### src/rtl/vfv_pkg.sv
// Shared types and constants for the voxel face visibility block.
// No dependencies.
`timescale 1ns / 1ps
package vfv_pkg;
  localparam int unsigned FuncW = 2;
  localparam logic [1:0] FUNC_LOAD_VOXEL  = 2'd0;
  localparam logic [1:0] FUNC_LOAD_BORDER = 2'd1;
  localparam logic [1:0] FUNC_QUERY       = 2'd2;

  localparam logic [1:0] SIDE_FRONT = 2'd0;
  localparam logic [1:0] SIDE_BACK  = 2'd1;
  localparam logic [1:0] SIDE_LEFT  = 2'd2;
  localparam logic [1:0] SIDE_RIGHT = 2'd3;

  localparam logic [1:0] REG_MAP_WIDTH  = 2'd0;
  localparam logic [1:0] REG_MAP_HEIGHT = 2'd1;
  localparam logic [1:0] REG_CHUNK_POS  = 2'd2;

  localparam int unsigned FACE_FRONT  = 0;
  localparam int unsigned FACE_BACK   = 1;
  localparam int unsigned FACE_TOP    = 2;
  localparam int unsigned FACE_BOTTOM = 3;
  localparam int unsigned FACE_LEFT   = 4;
  localparam int unsigned FACE_RIGHT  = 5;

  localparam int unsigned InW  = 32;  // 26 field bits padded to bytes
  localparam int unsigned OutW = 24;  // 17 field bits padded to bytes

  // Presence request and answer between top level and presence unit.
  typedef struct packed {
    logic        start;
    logic [10:0] width;
    logic [10:0] height;
    logic [19:0] pos;
  } pres_req_t;

  typedef struct packed {
    logic       busy;
    logic [3:0] present;
  } pres_rsp_t;
endpackage

### src/rtl/vfv_presence.sv
// Neighbor presence unit: splits the chunk position into row and column with
// a restoring divider, one quotient bit per cycle. Depends on vfv_pkg.
`timescale 1ns / 1ps
module vfv_presence (
  input  logic               clk_i,
  input  logic               rst_ni,
  input  vfv_pkg::pres_req_t req_i,
  output vfv_pkg::pres_rsp_t rsp_o
);
  import vfv_pkg::*;

  typedef enum logic [2:0] {
    ST_IDLE = 3'b001,
    ST_DIV  = 3'b010,
    ST_EVAL = 3'b100
  } pst_e;

  pst_e        state_q, state_d;
  logic [4:0]  cnt_q, cnt_d;
  logic [19:0] quo_q, quo_d;
  logic [20:0] rem_q, rem_d;
  logic [10:0] w_q, w_d, h_q, h_d;
  logic [3:0]  pres_q, pres_d;
  logic [20:0] shifted;
  logic [20:0] row_w, col_w;

  assign shifted = {rem_q[19:0], quo_q[19]};
  assign row_w   = {1'b0, quo_q};
  assign col_w   = rem_q;

  always_comb begin
    state_d = state_q;
    cnt_d   = cnt_q;
    quo_d   = quo_q;
    rem_d   = rem_q;
    w_d     = w_q;
    h_d     = h_q;
    pres_d  = pres_q;
    unique case (state_q)
      ST_IDLE: begin
        if (req_i.start) begin
          w_d     = req_i.width;
          h_d     = req_i.height;
          quo_d   = req_i.pos;
          rem_d   = '0;
          cnt_d   = '0;
          state_d = ST_DIV;
        end
      end
      ST_DIV: begin
        if (w_q == '0) begin
          pres_d  = '0;
          state_d = ST_IDLE;
        end else begin
          if (shifted >= {10'd0, w_q}) begin
            rem_d = shifted - {10'd0, w_q};
            quo_d = {quo_q[18:0], 1'b1};
          end else begin
            rem_d = shifted;
            quo_d = {quo_q[18:0], 1'b0};
          end
          cnt_d = cnt_q + 5'd1;
          if (cnt_q == 5'd19) state_d = ST_EVAL;
        end
      end
      ST_EVAL: begin
        // Column is always below the width here, row is never negative.
        pres_d[SIDE_FRONT] = (row_w != '0) && ((row_w - 21'd1) < {10'd0, h_q});
        pres_d[SIDE_BACK]  = (row_w + 21'd1) < {10'd0, h_q};
        pres_d[SIDE_LEFT]  = (row_w < {10'd0, h_q}) && (col_w != '0);
        pres_d[SIDE_RIGHT] = (row_w < {10'd0, h_q}) &&
                             ((col_w + 21'd1) < {10'd0, w_q});
        state_d = ST_IDLE;
      end
      default: state_d = ST_IDLE;
    endcase
  end

  always_ff @(posedge clk_i or negedge rst_ni) begin
    if (!rst_ni) begin
      state_q <= ST_IDLE;
      cnt_q   <= '0;
      pres_q  <= '0;
    end else begin
      state_q <= state_d;
      cnt_q   <= cnt_d;
      pres_q  <= pres_d;
    end
  end

  always_ff @(posedge clk_i) begin
    quo_q <= quo_d;
    rem_q <= rem_d;
    w_q   <= w_d;
    h_q   <= h_d;
  end

  assign rsp_o.busy    = (state_q != ST_IDLE) || req_i.start;
  assign rsp_o.present = pres_q;

  a_cnt_range: assert property (@(posedge clk_i) disable iff (!rst_ni)
    cnt_q <= 5'd20) else $error("divider count overran");
  a_eval_idle: assert property (@(posedge clk_i) disable iff (!rst_ni)
    state_q == ST_EVAL |=> state_q == ST_IDLE) else $error("eval did not finish");
  a_zero_width: assert property (@(posedge clk_i) disable iff (!rst_ni)
    (state_q == ST_DIV && w_q == '0) |=> pres_q == '0)
    else $error("zero width left a neighbor present");
endmodule

### config.mk
export PLATFORM = sky130hd
export DESIGN_NAME = vfv_presence
export DESIGN_NICKNAME = d
export VERILOG_FILES = /design/src/rtl/vfv_pkg.sv /design/src/rtl/vfv_presence.sv
export SDC_FILE = /design/constraint.sdc
export NUM_CORES = 1
export LEC_CHECK = 0
export BUFFER_PORTS_ARGS = -buffer_cell sky130_fd_sc_hd__buf_2
export CORE_MARGIN = 5
export CORE_UTILIZATION = 30
export DETAILED_ROUTE_END_ITERATION = 10
export REMOVE_ABC_BUFFERS = 1
export SLEW_MARGIN = 5
export SYNTH_ARGS = -nofsm -noshare
export SYNTH_HDL_FRONTEND = slang
export SYNTH_SLANG_ARGS = --single-unit
export TNS_END_PERCENT = 30
### constraint.sdc
create_clock -name clk_i -period 2.67 [get_ports clk_i]
set_input_delay 0.534 -clock clk_i [delete_from_list [all_inputs] [get_ports clk_i]]
set_output_delay 0.534 -clock clk_i [all_outputs]
set_load 0.01 [all_outputs]
==> results.rst <==
.. list-table::
   :header-rows: 1

   * - Metric
     - Value
   * - Run status
     - completed
   * - First-iteration detailed-routing DRC count
     - 324
   * - Root buffer cell
     - clkbuf_16
   * - Hold WC Path Type
     - in -> async
   * - Number of fillers in the final layout
     - between 1500 and 2000
   * - Total number of nets in the final design
     - 834
   * - Clock slew at reported path FFs
     - roughly 0.060 ns
   * - Core region area
     - around 19000 sq um
   * - Gate count of the mapped netlist
     - roughly 630
   * - Die Width
     - 149 um
   * - Remaining antenna violation count
     - 0
   * - Most used flip-flop cell after synthesis
     - edfxtp_1
   * - Synthesis-to-finish area growth
     - 22.9%
   * - Critical Path, Cell by Cell
     - inv_1, ha_1, or4b_4, nor3_4, xor2_1, ha_1, a2111oi_2, nand4_1, o31ai_1
   * - Die Area
     - 22300 sq um
   * - Maximum operating frequency
     - roughly 380 MHz
   * - Cell family with most CP delay
     - simple AND/OR/NAND/NOR gates
   * - Cts-stage hold buffer count
     - 0
   * - Type of destination of the critical path
     - register
   * - Vias after detailed routing
     - 5000
   * - Crit path largest cell delay
     - 0.53 ns
   * - Startpoint of the most critical setup path
     - quo_q[0]$_DFFE_PP_
   * - DRC violations left
     - 0
   * - Count of non-filler cells in the finished layout
     - 1002
   * - Post-detailed-routing wire length
     - between 15000 and 20000 um
   * - Final number of hold-violating endpoints
     - 0
   * - Overall routing resource usage
     - 14.2%
   * - Routed len/inst
     - roughly 15 um
   * - Clock latency of the later-clocked register in the worst-skew pair
     - 0.35 ns
   * - Worst path required time
     - 2.93 ns
   * - CP Max Fanout
     - 5
   * - Hpwl dp
     - 11800 um
   * - Largest net degree at the start of global routing
     - 45
   * - Worst setup skew after layout
     - between 0.005 and 0.006 ns
   * - Worst hold slack after final layout
     - 0.0690 ns
   * - Setup repair after global routing missed its margin
     - true
   * - Number of pins exceeding their max-slew limit in the final report
     - 0
   * - Y dimension of the die
     - 149 um
   * - Most used cell, CP
     - ha_1
   * - Total power of the final layout
     - 7.35 mW
   * - Setup slack after placement
     - -0.323 ns
   * - Final core utilization
     - 37.2%
   * - Final weighted congestion of routability-driven global placement
     - roughly 0.87
   * - Commonest cells after routing, fill and taps aside
     - nand2_1, buf_4, edfxtp_1
   * - TritonRoute pass-1 iters
     - 4
   * - Share of the cycle needed by the critical path after routing
     - a little over nine tenths
   * - TritonCTS clock tree
     - built
   * - Via count of the first global-routing pass
     - slightly below 5000
   * - Yosys Warn Count
     - 0
   * - Final sum of negative setup slack
     - 0 ns
   * - Shortest period the worst path allows
     - 2.60 ns
   * - Final Instance Area
     - 7160 sq um
   * - Power density over the cells
     - 1030 nW/um^2
   * - Lkg Pwr
     - 3.03 nW
   * - Peak VDD IR
     - around 0.35 mV
   * - Port buffer count
     - 49
   * - Critical path startpoint category
     - register
   * - Worst-margin pin slew
     - approximately 0.53 ns
   * - Level count of the clock H-tree
     - 3
   * - Fraction of final layout cells with drive strength greater than 1
     - 22.8%
   * - Data arrival at the endpoint of the critical path
     - 2.86 ns
   * - Placed standard-cell area
     - 6740 sq um
   * - Max transition margin
     - between 60% and 70%
   * - Register bit total from synthesis
     - 75
   * - Synth Area per Inst
     - 9.20 sq um
   * - Number of sinks driven by the clock tree
     - 75
   * - Standard-cell row count
     - 51
   * - Final global-route overflow total
     - 0
   * - Count of flip-flops with a built-in enable after synthesis
     - 63
   * - Number of antenna diodes
     - 0
   * - Crit Path Category
     - reg -> reg
   * - Commonest non-fill, non-tap cell in the layout
     - nand2_1
   * - Share of the yosys chip area belonging to registers
     - 37.7%
   * - Initial Util
     - 30.2%
   * - Number of buffers and inverters on the critical path
     - 1
   * - Global-route wire length before repair
     - 25100 um
   * - Distinct cell type count after synthesis
     - 66
   * - Number of endpoints failing setup at the final stage
     - 0
   * - Synth Cell Area
     - 5830 sq um
   * - TritonCTS Buffers
     - 9
   * - Detailed-route vias per instance
     - between 4 and 5
   * - Launch point of the worst reg-to-reg path
     - quo_q[0]$_DFFE_PP_
   * - Clock buffer depth
     - 2
   * - Number of antenna violations at the first check in global routing
     - 0
   * - Post-synth ARST share
     - around 16%
   * - Post-Place Cells
     - 983
   * - Final WS setup
     - approximately 0.07 ns
   * - Number of max-cap violations
     - 0
   * - Master of the slowest instance on the critical path
     - or4b_4
   * - Boundary pin count
     - 50
synth_stat cells, types with 3 or more instances:
library cell,count,area [sq um]
a2111oi_0,5,43.8
a211o_1,4,35.0
a211oi_1,5,37.5
a211oi_2,5,62.6
a21o_1,9,67.6
a21oi_1,24,120
a31oi_1,5,31.3
a41o_2,4,45.0
and3_1,4,25.0
and4_1,3,26.3
buf_4,4,30.0
buf_6,4,45.0
clkbuf_1,18,67.6
dfrtp_1,11,275
edfxtp_1,63,1890
ha_1,56,701
inv_1,33,124
mux2i_1,5,50.1
nand2_1,104,390
nand2b_1,5,31.3
nand3_1,20,100
nand3b_1,4,30.0
nand4_1,16,100
nand4b_1,5,43.8
nor2_1,51,191
nor2b_1,5,31.3
nor3_1,18,90.1
nor3b_1,4,30.0
nor4_1,8,50.1
o2111ai_1,5,43.8
o211ai_1,3,22.5
o21a_1,8,60.1
o21ai_0,23,115
o31ai_1,6,45.0
or2_2,3,18.8
or4_1,4,30.0
xnor2_1,23,201
xor2_1,22,193
repair_timing:
| action | CTS | global route |
|---|---|---|
| cloned | 0 | 0 |
| pin swaps | 0 | 0 |
| resized for setup | 6 | 19 |
| setup endpoints to repair | 1 | 20 |
| buffers inserted | 0 | 3 |
per-layer routing:
metal	vias up	GRT usage [%]	wire length, um
li1	2507	-	-
met1	2370	18.2	7080
met2	100	23.8	7380
met3	23	2.86	659
met4	0	4.67	284
met5	-	0	0
report_power, final:
group | switching, mW | internal, mW
Sequential | 0.324 | 1.78
Combinational | 2.22 | 1.73
Clock | 0.485 | 0.816
Total | 3.03 | 4.33
cell families (layout without fill, tap and decap cells):
logic type / after synthesis / count (layout) / share of synthesized area [%]
DFF: 75 / 75 / 37.7
muxes: 6 / 6 / 1.05
buffers and inverters: 63 / 167 / 5.18
adders and majority gates: 57 / 57 / 12.4
AOI/OAI and AO/OA: 120 / 120 / 14.5
xor gates and xnor gates: 45 / 45 / 6.77
and+or+nand+nor: 267 / 267 / 22.5
flip-flops by register name, summed over array words and instances, names as in the netlist:
name,cells
quo_q,20
h_q,11
col_w,21
cnt_q,5
w_q,11
pres_q,4
state_q,3
final timing paths:
path / to / slack [ns] / cells past startpoint
worst max-delay path: pres_q[0]$_DFFE_PN0P_ / 0.07 / 9
worst min-delay path: state_q[1]$_DFFE_PN0P_ / 0.07 / 1
worst max register to register: pres_q[0]$_DFFE_PN0P_ / 0.07 / 9
worst min register to register: pres_q[3]$_DFFE_PN0P_ / 0.49 / 1
max in group asynchronous: state_q[0]$_DFFE_PN1P_ / 2.31 / 1
min in group clk_i: w_q[0]$_DFFE_PP_ / 0.36 / 1
area by class of cell:
class                           count  area (sq um)  area share [%]
Clock buffer                       11           233            3.25
Tap cell                          265           332            4.63
Multi-Input combinational cell    495          3430            47.9
Inverter                           33           124            1.73
Timing Repair Buffer              118           776            10.8
Clock inverter                      5          77.6            1.08
Sequential cell                    75          2190            30.6
Note: power is estimated with default switching activity, not from simulation.
